<file path="src/hw/rtl/cal_pkg.sv">
// ----------------------------------------------------------------------------
// cal_pkg
// Types, command codes and small calendar helper functions shared by the
// calendar clock modules.
// ----------------------------------------------------------------------------
`default_nettype none

package cal_pkg;

  localparam logic CMD_TICK = 1'b0;
  localparam logic CMD_LOAD = 1'b1;

  localparam logic [5:0]  SEC_MAX   = 6'd59;
  localparam logic [5:0]  MIN_MAX   = 6'd59;
  localparam logic [4:0]  HOUR_MAX  = 5'd23;
  localparam logic [3:0]  MONTH_MAX = 4'd11;
  localparam logic [2:0]  WDAY_MAX  = 3'd6;
  localparam logic [13:0] YEAR_MIN  = 14'd1;
  localparam logic [13:0] YEAR_MAX  = 14'd9999;
  localparam logic [13:0] YEAR_RST  = 14'd2023;

  // floor(y / 100) as (y * 5243) >> 19, exact for y below 10000
  localparam logic [12:0] DIV100_MUL = 13'd5243;
  localparam int          DIV100_SH  = 19;

  // keeps the weekday sum non-negative against the -2c term (7 * 29)
  localparam logic [9:0]  ZELLER_BIAS = 10'd203;

  typedef struct packed {
    logic        cmd;
    logic [13:0] set_year;
    logic [3:0]  set_month;
    logic [4:0]  set_day;
    logic [4:0]  set_hour;
    logic [5:0]  set_minute;
    logic [5:0]  set_second;
  } cal_in_t;

  typedef struct packed {
    logic [5:0]  second;
    logic [5:0]  minute;
    logic [4:0]  hour;
    logic [4:0]  day;
    logic [3:0]  month;
    logic [13:0] year;
    logic [2:0]  weekday;
    logic        new_day;
  } cal_out_t;

  // clamped load fields plus century split of the weekday year
  typedef struct packed {
    logic        cmd;
    logic [13:0] year;
    logic [3:0]  month;
    logic [4:0]  day;
    logic [4:0]  hour;
    logic [5:0]  minute;
    logic [5:0]  second;
    logic [6:0]  cent;
    logic [6:0]  yoc;
  } cal_prep_t;

  function automatic logic [6:0] div100(input logic [13:0] y);
    logic [26:0] prod;
    prod = 27'(y) * 27'(DIV100_MUL);
    return prod[DIV100_SH +: 7];
  endfunction

  function automatic logic [6:0] rem100(input logic [13:0] y, input logic [6:0] q);
    logic [13:0] diff;
    diff = y - 14'(q) * 14'd100;
    return diff[6:0];
  endfunction

  function automatic logic is_leap(input logic [13:0] y);
    logic [6:0] q;
    logic [6:0] r;
    q = div100(y);
    r = rem100(y, q);
    return ((y[1:0] == 2'd0) && (r != 7'd0)) || ((r == 7'd0) && (q[1:0] == 2'd0));
  endfunction

  function automatic logic [5:0] month_days(input logic [3:0] m);
    logic [5:0] len;
    unique case (m)
      4'd1:                      len = 6'd28;
      4'd3, 4'd5, 4'd8, 4'd10:   len = 6'd30;
      default:                   len = 6'd31;
    endcase
    return len;
  endfunction

  // floor(13 * (m + 1) / 5) with january and february as months 13 and 14
  function automatic logic [5:0] zeller_month(input logic [3:0] m);
    logic [5:0] t;
    unique case (m)
      4'd0:    t = 6'd36;
      4'd1:    t = 6'd39;
      4'd2:    t = 6'd10;
      4'd3:    t = 6'd13;
      4'd4:    t = 6'd15;
      4'd5:    t = 6'd18;
      4'd6:    t = 6'd20;
      4'd7:    t = 6'd23;
      4'd8:    t = 6'd26;
      4'd9:    t = 6'd28;
      4'd10:   t = 6'd31;
      default: t = 6'd33;
    endcase
    return t;
  endfunction

  // octal digit folding, since 8 is 1 modulo 7
  function automatic logic [2:0] mod7(input logic [8:0] v);
    logic [4:0] s1;
    logic [3:0] s2;
    s1 = 5'(v[2:0]) + 5'(v[5:3]) + 5'(v[8:6]);
    s2 = 4'(s1[2:0]) + 4'(s1[4:3]);
    return (s2 >= 4'd7) ? 3'(s2 - 4'd7) : s2[2:0];
  endfunction

endpackage

`default_nettype wire

</file>
<file path="src/hw/rtl/cal_load_prep.sv">
// ----------------------------------------------------------------------------
// cal_load_prep
// Input stage: registers the item with its load fields clamped and the
// weekday year split into century and year of century.
// ----------------------------------------------------------------------------
`default_nettype none

module cal_load_prep (
  input  wire logic              clk,
  input  wire logic              rst_n,
  input  wire logic              in_valid,
  output logic                   in_ready,
  input  wire cal_pkg::cal_in_t  in_data,
  output logic                   dn_valid,
  input  wire logic              dn_ready,
  output cal_pkg::cal_prep_t     dn_data
);

  logic               vld_r;
  cal_pkg::cal_prep_t data_r;
  cal_pkg::cal_prep_t data_nxt;
  logic [13:0]        zy;
  logic [6:0]         zq;

  assign in_ready = !vld_r || dn_ready;
  assign dn_valid = vld_r;
  assign dn_data  = data_r;

  always_comb begin
    data_nxt.cmd = in_data.cmd;
    if (in_data.set_year < cal_pkg::YEAR_MIN) begin
      data_nxt.year = cal_pkg::YEAR_MIN;
    end else if (in_data.set_year > cal_pkg::YEAR_MAX) begin
      data_nxt.year = cal_pkg::YEAR_MAX;
    end else begin
      data_nxt.year = in_data.set_year;
    end
    data_nxt.month  = (in_data.set_month > cal_pkg::MONTH_MAX) ?
                      cal_pkg::MONTH_MAX : in_data.set_month;
    data_nxt.day    = (in_data.set_day == 5'd0) ? 5'd1 : in_data.set_day;
    data_nxt.hour   = (in_data.set_hour > cal_pkg::HOUR_MAX) ?
                      cal_pkg::HOUR_MAX : in_data.set_hour;
    data_nxt.minute = (in_data.set_minute > cal_pkg::MIN_MAX) ?
                      cal_pkg::MIN_MAX : in_data.set_minute;
    data_nxt.second = (in_data.set_second > cal_pkg::SEC_MAX) ?
                      cal_pkg::SEC_MAX : in_data.set_second;
    // january and february count toward the previous year
    zy = (data_nxt.month <= 4'd1) ? data_nxt.year - 14'd1 : data_nxt.year;
    zq = cal_pkg::div100(zy);
    data_nxt.cent = zq;
    data_nxt.yoc  = cal_pkg::rem100(zy, zq);
  end

  always_ff @(posedge clk) begin
    if (!rst_n) begin
      vld_r <= 1'b0;
    end else if (in_ready) begin
      vld_r <= in_valid;
    end
  end

  always_ff @(posedge clk) begin
    if (in_valid && in_ready) begin
      data_r <= data_nxt;
    end
  end

endmodule

`default_nettype wire

</file>
<file path="src/hw/rtl/cal_time_core.sv">
// ----------------------------------------------------------------------------
// cal_time_core
// Calendar state and result register: applies a tick or a load to the
// time and date registers and presents the new values as the result item.
// ----------------------------------------------------------------------------
`default_nettype none

module cal_time_core (
  input  wire logic               clk,
  input  wire logic               rst_n,
  input  wire logic               up_valid,
  output logic                    up_ready,
  input  wire cal_pkg::cal_prep_t up_data,
  output logic                    out_valid,
  input  wire logic               out_ready,
  output cal_pkg::cal_out_t       out_data
);

  logic [5:0]  sec_r,   sec_nxt;
  logic [5:0]  min_r,   min_nxt;
  logic [4:0]  hour_r,  hour_nxt;
  logic [4:0]  day_r,   day_nxt;
  logic [3:0]  month_r, month_nxt;
  logic [13:0] year_r,  year_nxt;
  logic [2:0]  wday_r,  wday_nxt;
  logic        rolled;

  logic              out_valid_r;
  cal_pkg::cal_out_t out_data_r;

  logic        take;
  logic [5:0]  day_inc;
  logic [5:0]  len;
  logic [9:0]  zsum;

  assign up_ready  = !out_valid_r || out_ready;
  assign take      = up_valid && up_ready;
  assign out_valid = out_valid_r;
  assign out_data  = out_data_r;

  always_comb begin
    sec_nxt   = sec_r;
    min_nxt   = min_r;
    hour_nxt  = hour_r;
    day_nxt   = day_r;
    month_nxt = month_r;
    year_nxt  = year_r;
    wday_nxt  = wday_r;
    rolled    = 1'b0;

    day_inc = 6'(day_r) + 6'd1;
    len     = cal_pkg::month_days(month_r) +
              6'((month_r == 4'd1) && cal_pkg::is_leap(year_r));

    zsum = 10'(up_data.cent[6:2]) + cal_pkg::ZELLER_BIAS - 10'({up_data.cent, 1'b0}) +
           10'(up_data.yoc) + 10'(up_data.yoc[6:2]) +
           10'(cal_pkg::zeller_month(up_data.month)) + 10'(up_data.day) - 10'd1;

    if (up_data.cmd == cal_pkg::CMD_LOAD) begin
      sec_nxt   = up_data.second;
      min_nxt   = up_data.minute;
      hour_nxt  = up_data.hour;
      day_nxt   = up_data.day;
      month_nxt = up_data.month;
      year_nxt  = up_data.year;
      wday_nxt  = cal_pkg::mod7(zsum[8:0]);
    end else if (sec_r < cal_pkg::SEC_MAX) begin
      sec_nxt = sec_r + 6'd1;
    end else begin
      sec_nxt = 6'd0;
      if (min_r < cal_pkg::MIN_MAX) begin
        min_nxt = min_r + 6'd1;
      end else begin
        min_nxt = 6'd0;
        if (hour_r < cal_pkg::HOUR_MAX) begin
          hour_nxt = hour_r + 5'd1;
        end else begin
          hour_nxt = 5'd0;
          rolled   = 1'b1;
          wday_nxt = (wday_r >= cal_pkg::WDAY_MAX) ? 3'd0 : wday_r + 3'd1;
          // a loaded day past the month's end also rolls to the next month
          if (day_inc > len) begin
            day_nxt = 5'd1;
            if (month_r >= cal_pkg::MONTH_MAX) begin
              month_nxt = 4'd0;
              year_nxt  = (year_r >= cal_pkg::YEAR_MAX) ? cal_pkg::YEAR_MIN :
                          year_r + 14'd1;
            end else begin
              month_nxt = month_r + 4'd1;
            end
          end else begin
            day_nxt = day_inc[4:0];
          end
        end
      end
    end
  end

  always_ff @(posedge clk) begin
    if (!rst_n) begin
      sec_r   <= 6'd0;
      min_r   <= 6'd0;
      hour_r  <= 5'd0;
      day_r   <= 5'd1;
      month_r <= 4'd0;
      year_r  <= cal_pkg::YEAR_RST;
      wday_r  <= 3'd0;
    end else if (take) begin
      sec_r   <= sec_nxt;
      min_r   <= min_nxt;
      hour_r  <= hour_nxt;
      day_r   <= day_nxt;
      month_r <= month_nxt;
      year_r  <= year_nxt;
      wday_r  <= wday_nxt;
    end
  end

  always_ff @(posedge clk) begin
    if (!rst_n) begin
      out_valid_r <= 1'b0;
    end else if (up_ready) begin
      out_valid_r <= up_valid;
    end
  end

  always_ff @(posedge clk) begin
    if (take) begin
      out_data_r.second  <= sec_nxt;
      out_data_r.minute  <= min_nxt;
      out_data_r.hour    <= hour_nxt;
      out_data_r.day     <= day_nxt;
      out_data_r.month   <= month_nxt;
      out_data_r.year    <= year_nxt;
      out_data_r.weekday <= wday_nxt;
      out_data_r.new_day <= rolled;
    end
  end

endmodule

`default_nettype wire

</file>
<file path="src/hw/rtl/calendar_clock_with_weekday_top.sv">
// An accepted item is held in the input register, then the result register.
// Throughput: one item per cycle unless out_ready stalls; both registers
// take a new item whenever the stage after them moves on.
// Reset: time 00:00:00, 1 January 2023, Sunday; both stages empty.
// ----------------------------------------------------------------------------
// calendar_clock_with_weekday_top
// Calendar clock with weekday: one-second ticks and date/time loads, one
// result item per input item.
// ----------------------------------------------------------------------------
`default_nettype none

module calendar_clock_with_weekday_top (
  input  wire logic              clk,
  input  wire logic              rst_n,
  input  wire logic              in_valid,
  output logic                   in_ready,
  input  wire cal_pkg::cal_in_t  in_data,
  output logic                   out_valid,
  input  wire logic              out_ready,
  output cal_pkg::cal_out_t      out_data
);

  logic               prep_valid;
  logic               prep_ready;
  cal_pkg::cal_prep_t prep_data;

  cal_load_prep u_prep (
    .clk      (clk),
    .rst_n    (rst_n),
    .in_valid (in_valid),
    .in_ready (in_ready),
    .in_data  (in_data),
    .dn_valid (prep_valid),
    .dn_ready (prep_ready),
    .dn_data  (prep_data)
  );

  cal_time_core u_core (
    .clk       (clk),
    .rst_n     (rst_n),
    .up_valid  (prep_valid),
    .up_ready  (prep_ready),
    .up_data   (prep_data),
    .out_valid (out_valid),
    .out_ready (out_ready),
    .out_data  (out_data)
  );

endmodule

`default_nettype wire

</file>
<file path="config.mk">
export PLATFORM = sky130hd
export DESIGN_NAME = calendar_clock_with_weekday_top
export DESIGN_NICKNAME = d
export VERILOG_FILES = /design/src/hw/rtl/cal_pkg.sv /design/src/hw/rtl/cal_load_prep.sv /design/src/hw/rtl/cal_time_core.sv /design/src/hw/rtl/calendar_clock_with_weekday_top.sv
export SDC_FILE = /design/constraint.sdc
export NUM_CORES = 1
export LEC_CHECK = 0
export ABC_AREA = 1
export CORE_MARGIN = 2
export CORE_UTILIZATION = 55
export DETAILED_ROUTE_END_ITERATION = 16
export DONT_BUFFER_PORTS = 1
export GPL_TIMING_DRIVEN = 0
export PLACE_DENSITY = 0.7
export SYNTH_ARGS = -nofsm -noshare
export SYNTH_HDL_FRONTEND = slang
export SYNTH_SLANG_ARGS = --single-unit
</file>
<file path="constraint.sdc">
create_clock -name clk -period 10.35 [get_ports clk]
set_input_delay 1.5525 -clock clk [delete_from_list [all_inputs] [get_ports clk]]
set_output_delay 1.5525 -clock clk [all_outputs]
set_load 0.1 [all_outputs]
</file>
==> results of run 1 <==
==> sequential cells by signal, indices dropped and copies added (netlist names), named ones only <==
signal	count
u_prep.dn_valid	1
u_core.wday_r	3
u_core.year_r	14
u_core.out_valid	1
u_core.day_r	5
u_core.month_r	4
u_prep.dn_data	55
u_core.hour_r	5
u_core.out_data	44
u_core.sec_r	6
u_core.min_r	6
==> routing by layer <==
metal / vias to the layer above / wire length [um]
met2: 293 / 19050
met5: - / 0
met3: 87 / 1844
li1: 5733 / -
met4: 0 / 1250
met1: 5644 / 15730
==> worst reg2reg max path: cells and delay by family (launching register included) <==
kind            cells  cell delay (ns)
fa+ha+maj           9             3.36
simple gates       17             2.03
compound gates     10             1.58
xor+xnor            4             0.79
flops               1             0.75
buf+inv             7             0.53
==> final cells by class <==
type                    count  area [sq um]
repair buffers              2         40.04
diodes                      2         5.005
clock inverters            15         180.2
fillers                  2530         11570
inverters                 453          1703
multi-input cells        1146         10030
well taps                 384         480.5
clock buffers              17         425.4
plain buffers              33         125.1
flip-flops and latches    150          3994
==> layout by cell type (no fill, tap or decap), types with 4 or more instances in the layout <==
cell / instances
a21o_1: 6
a21oi_1: 97
a22o_1: 4
a31oi_1: 4
clkbuf_1: 31
clkbuf_16: 17
dfxtp_1: 51
edfxtp_1: 99
fa_1: 146
ha_1: 261
inv_1: 449
inv_6: 5
inv_8: 4
nand2_1: 225
nand2_2: 4
nand3_1: 58
nand4_1: 23
nor2_1: 89
nor2_4: 4
nor3_1: 13
nor4_1: 5
o211ai_1: 13
o21ai_0: 92
o21ai_1: 8
o21ai_2: 6
o21bai_1: 5
or2_2: 4
xnor2_1: 18
xor2_1: 24
==> cell families (layout without fill, tap and decap cells) <==
logic type / Yosys count / after routing
buf+inv: 486 / 520
simple gates: 443 / 443
fa+ha+maj: 407 / 407
compound gates: 253 / 253
flops: 150 / 150
xor+xnor: 43 / 43
other cells: 0 / 2
==> worst min path at each step <==
| stage | from | to | slack [ns] | cells after the start |
|---|---|---|---|---|
| 2_1_floorplan | u_core.day_r[4] | u_core.day_r[4] | 0.49 | 2 |
| 3_3_place_gp | u_core.day_r[4] | u_core.day_r[4] | 0.51 | 2 |
| 3_5_place_dp | u_core.day_r[4] | u_core.day_r[4] | 0.52 | 2 |
| 4_1_cts | u_core.day_r[4] | u_core.day_r[4] | 0.53 | 2 |
| 5_1_grt | u_core.day_r[4] | u_core.day_r[4] | 0.57 | 2 |
| 6_report | u_core.day_r[4] | u_core.day_r[4] | 0.53 | 2 |
==> per-stage QoR <==
| step | setup WS [ns] | utilization | instance area, sq um | hold WS (ns) | cells |
|---|---|---|---|---|---|
| finish | 1.189 | 0.5948 | 16980 | 0.5336 | 2202 |
| floorplan | 1.939 | - | 15850 | 0.4889 | 1782 |
| global placement | 1.079 | 0.5719 | 16330 | 0.5123 | 2166 |
| CTS | 1.233 | 0.5946 | 16970 | 0.5320 | 2200 |
| detailed placement | 0.9460 | 0.5734 | 16370 | 0.5234 | 2168 |
| global route | 0.4885 | 0.5947 | 16980 | 0.5671 | 2201 |
==> cell usage after synthesis, types with 3 or more instances <==
master	n
a22o_1	4
nor2_1	89
o21ai_0	92
nor4_1	5
edfxtp_1	99
o31ai_1	3
nor2_4	4
nand4_1	23
o21ai_1	8
ha_1	261
nor3_1	13
nor2_8	3
a21o_1	6
nand2_2	4
or2_2	4
clkbuf_1	32
a21oi_1	97
a211oi_1	3
dfxtp_1	51
o21ai_2	6
nand3_1	58
a31oi_1	4
nand2_1	225
o211ai_1	13
inv_1	450
xnor2_1	18
xor2_1	24
fa_1	146
a32o_1	3
o21bai_1	5
==> impl_metrics.py, run 1 <==
metrics = {
    "run_status": {
        "status": "finished clean",
    },
    "clocking": {
        "worstSkewPairLatency_ns": 0.44,
        "path_clk_slew_ns": 0.07,
        "clock_path_buffers": 2,
        "numCtsBuffers": 17,
        "cts_root_buf": "clkbuf_16",
        "cts_max_level": 4,
        "postCtsHoldBufs": 0,
        "ctsResizeCount": 0,
        "cts_num_sinks": 150,
        "tritoncts": "yes",
        "cts_setup_buffers": 0,
    },
    "detailed_routing": {
        "first_iter_violations": 632,
        "drt_pre_antenna_iters": 8,
        "drt-vias-per-instance": 5.339,
        "antenna_left": 0,
        "route.detailed.drc": 0,
        "vias": 11760,
        "routedWlPerCell_um": 17.20,
        "finalWirelength_um": 37870,
    },
    "logic_synthesis": {
        "synth-simple-area-share": 0.1274,
        "ys_types": 51,
        "ys.flop_type": "edfxtp_1",
        "synth_cells": 1782,
        "synth_seq_cells": 150,
        "synthTopCellsByArea": "ha_1 (21%), edfxtp_1 (19%), fa_1 (18%), inv_1 (11%), dfxtp_1 (6.4%)",
        "synthAdderAreaFrac": 0.3905,
        "yosys.area.top_type": "ha_1",
        "muxShareOfSynthArea": 0,
        "async_flop_share": 0,
        "synth_area_sq_um": 15850,
        "ys_seq_area_frac": 0.2520,
        "syn_nets": 2234,
        "synth_top_area_frac": 0.2061,
        "synth_top_family_by_area": "adder cells",
        "syn_area_per_cell_sq_um": 8.893,
        "ys_warn_count": 0,
        "synth_xor_xnor_area_share": 0.02463,
        "synth_compound_area_frac": 0.09009,
        "synth_edf_count": 99,
    },
    "setup_path": {
        "worst_setup_path_start_kind": "flip-flop",
        "cpPeakStageDelay_ns": 0.75,
        "path_max_fanout": 12,
        "reg2reg_from": "u_core.year_r[11]",
        "critPathSlowestCell": "dfxtp_1",
        "cp.required_ns": 10.66,
        "crit_top_cell": "nand2_1",
        "end_kind": "flip-flop",
        "reg2reg_slack_ns": 1.19,
        "criticalPathCategory": "reg2reg",
        "cp.arrival_ns": 9.47,
        "r2r_cells": 47,
        "rr_endpoint": "u_core.year_r[2]",
        "crit_start": "u_core.year_r[11]",
        "crit_buf_inv": 7,
        "critical_path.top_delay_family": "adder cells",
        "crit_cells": 47,
        "critPathCapture": "u_core.year_r[2]",
    },
    "floorplanning": {
        "die-area_sq_um": 30190,
        "coreArea_sq_um": 28550,
        "die_y_um": 173.7,
        "start_util": 0.5551,
        "die_w_um": 173.7,
        "ios": 91,
        "row_count": 62,
    },
    "timing": {
        "min_period_ns": 9.161,
        "tns_ns": 0,
        "fin_crit_sh": 0.8851,
        "fmax_ghz": 0.1092,
        "tightest_slew_ns": 1.185,
        "fin_skew_ns": 0.01001,
        "finalSetupViolCount": 0,
        "rsz0062_at_grt": "false",
        "slew_headroom": 0.2019,
        "hold_violations": 0,
        "final_max_slew_viol_count": 0,
    },
    "placed_design": {
        "gp_congestion": 0.9598,
        "post-dp-hpwl_um": 31610,
        "portBuffers": 0,
    },
    "run": {
        "maxCapViolations": 0,
    },
    "grt": {
        "use_met2": 0.4610,
        "grt-ovfl-total": 0,
        "grt_pass1_wl_um": 61530,
        "grt_util_met1": 0.3178,
        "grt_max_degree": 34,
        "antenna_found_initial": 2,
        "grt_use_met3": 0.04518,
        "grt_busiest_layer": "met2",
        "grt_pass1_vias": 12080,
        "track_usage": 0.2609,
    },
    "min_path": {
        "worstHoldPathType": "reg2reg",
    },
    "cells_and_area": {
        "syn_to_final_growth_pct": 7.146,
        "drive_gt1_frac": 0.03855,
        "fin_nets": 2255,
    },
}
Power of run 1 is left out: the tool's default activity adds up to more than one toggle a clock period on the data nets, which glitch-free logic cannot reach.
==> inputs of run 2 (changes only) <==
--- a/config.mk
+++ b/config.mk
@@ -6,12 +6,14 @@
 export NUM_CORES = 1
 export LEC_CHECK = 0
 export ABC_AREA = 1
+export CELL_PAD_IN_SITES_DETAIL_PLACEMENT = 0
+export CELL_PAD_IN_SITES_GLOBAL_PLACEMENT = 1
 export CORE_MARGIN = 2
-export CORE_UTILIZATION = 55
+export CORE_UTILIZATION = 51
 export DETAILED_ROUTE_END_ITERATION = 16
 export DONT_BUFFER_PORTS = 1
 export GPL_TIMING_DRIVEN = 0
-export PLACE_DENSITY = 0.7
+export PLACE_DENSITY_LB_ADDON = 0.1
 export SYNTH_ARGS = -nofsm -noshare
 export SYNTH_HDL_FRONTEND = slang
 export SYNTH_SLANG_ARGS = --single-unit
==> run 2 against run 1 <==
Effect of this change:
- critical path depth shrank 3
- first-iteration DRC count grew 22%
- worst hold slack lost 0.00080 ns
- count of clock-buffer cells in the layout grew 3
- cell count grew 0.50%
- setup slack gained 0.15 ns
- die area grew 7.7%
- final area is essentially flat
- register-to-register slack gained 0.15 ns
- non-clock buffer count grew 1
- sequential cell count is the same
- utilization shrank 3.9 points
==> impl_metrics.py, run 2 (same netlist as run 1, synthesis figures left out) <==
metrics = {
    "timing": {
        "slew_headroom": 0.1345,
        "hold_violations": 0,
        "tightest_slew_ns": 1.285,
        "fin_hold_ws_ns": 0.5328,
        "finalSetupViolCount": 0,
        "fin_skew_ns": 0.01970,
        "tns_ns": 0,
        "fmax_ghz": 0.1110,
        "min_period_ns": 9.009,
        "rsz0062_at_grt": "false",
        "fin_crit_sh": 0.8704,
        "final_max_slew_viol_count": 0,
    },
    "run": {
        "maxCapViolations": 0,
    },
    "run_status": {
        "status": "finished clean",
    },
    "detailed_routing": {
        "finalWirelength_um": 38460,
        "drt_pre_antenna_iters": 8,
        "vias": 11450,
        "drt-vias-per-instance": 5.172,
        "first_iter_violations": 768,
        "antenna_left": 0,
        "routedWlPerCell_um": 17.38,
        "route.detailed.drc": 0,
    },
    "cells_and_area": {
        "final_common_cell": "inv_1",
        "largest_reg_flops": 55,
        "drive_gt1_frac": 0.03853,
        "fin_nets": 2256,
        "fin_area_sq_um": 16990,
        "layout_common_cells": "inv_1 (449), ha_1 (261), nand2_1 (225), fa_1 (146), edfxtp_1 (99)",
        "post-route-util": 0.5555,
        "n_antenna_cell": 0,
        "syn_to_final_growth_pct": 7.225,
    },
    "setup_path": {
        "r2r_cells": 44,
        "worst_setup_path_start_kind": "flip-flop",
        "crit_top_cell": "nand2_1",
        "critPathSlowestCell": "dfxtp_1",
        "cpPeakStageDelay_ns": 0.75,
        "path_max_fanout": 12,
        "reg2reg_from": "u_core.year_r[11]",
        "end_kind": "flip-flop",
        "cp.required_ns": 10.51,
        "criticalPathCategory": "reg2reg",
        "rr_endpoint": "u_core.out_data[7]",
        "cp.arrival_ns": 9.17,
        "reg2reg_slack_ns": 1.34,
    },
    "floorplanning": {
        "coreArea_sq_um": 30590,
        "die_y_um": 180.3,
        "die-area_sq_um": 32500,
        "start_util": 0.5180,
        "row_count": 64,
        "die_w_um": 180.3,
        "ios": 91,
    },
    "clocking": {
        "cts_max_level": 4,
        "tritoncts": "yes",
        "cts_setup_buffers": 0,
        "clock_path_buffers": 2,
        "cts_root_buf": "clkbuf_16",
        "cts_num_sinks": 150,
        "worstSkewPairLatency_ns": 0.44,
        "postCtsHoldBufs": 0,
        "ctsResizeCount": 0,
        "numCtsBuffers": 17,
        "path_clk_slew_ns": 0.07,
    },
    "grt": {
        "track_usage": 0.2449,
        "grt_max_degree": 35,
        "grt_pass1_wl_um": 61730,
        "antenna_found_initial": 0,
        "grt_pass1_vias": 11520,
        "grt-ovfl-total": 0,
    },
    "min_path": {
        "min_from": "u_core.day_r[4]",
        "whs_path_depth": 2,
        "worstHoldPathType": "reg2reg",
        "whs_endpoint": "u_core.day_r[4]",
    },
    "placed_design": {
        "post-dp-hpwl_um": 32570,
        "gp_congestion": 0.8584,
        "place_area_sq_um": 16420,
        "portBuffers": 0,
    },
}
==> run 2: worst max path at each step <==
stage                           start            endpoint  slack (ns)  cells after the start
floorplan                 in_data[32]   u_prep.dn_data[6]        1.94                     42
global placement          in_data[32]   u_prep.dn_data[6]        0.99                     42
detailed placement        in_data[32]   u_prep.dn_data[6]        0.85                     42
CTS                  u_core.year_r[6]   u_core.year_r[13]        1.28                     51
global route        u_core.year_r[11]    u_core.year_r[2]        0.59                     47
finish              u_core.year_r[11]  u_core.out_data[7]        1.34                     44
==> run 2: layout make-up <==
class | count | area [sq um]
multi-input combinational | 1146 | 10030
fill | 2892 | 13600
clock buffer | 20 | 467.9
clock inverter | 12 | 105.1
buffer | 33 | 125.1
timing repair buffer | 3 | 75.07
inverter | 453 | 1703
sequential | 150 | 3994
tap | 396 | 495.5
==> run 2: worst max-delay path, delay by kind of cell (launching register included) <==
family | cells | cell delay [ns]
AND/OR/NAND/NOR | 18 | 2.08
XOR/XNOR | 4 | 0.73
flip-flops | 1 | 0.75
buffers and inverters | 6 | 0.37
adder cells (fa/ha/maj) | 9 | 3.39
AO/OA/AOI/OAI | 7 | 1.41
==> run 2: through the flow <==
step	cells	setup slack, ns
floorplan	1782	1.939
finish	2213	1.341
global placement	2178	0.9933
detailed placement	2181	0.8498
CTS	2213	1.283
global route	2213	0.5938
==> run 2: per-layer routing <==
layer,part of all wire,GRT usage
met1,0.45,0.3255
met2,0.50,0.4264
met3,0.038,0.03395
met4,0.015,0.05323
met5,0,0
Power of run 2 is left out for the same reason.
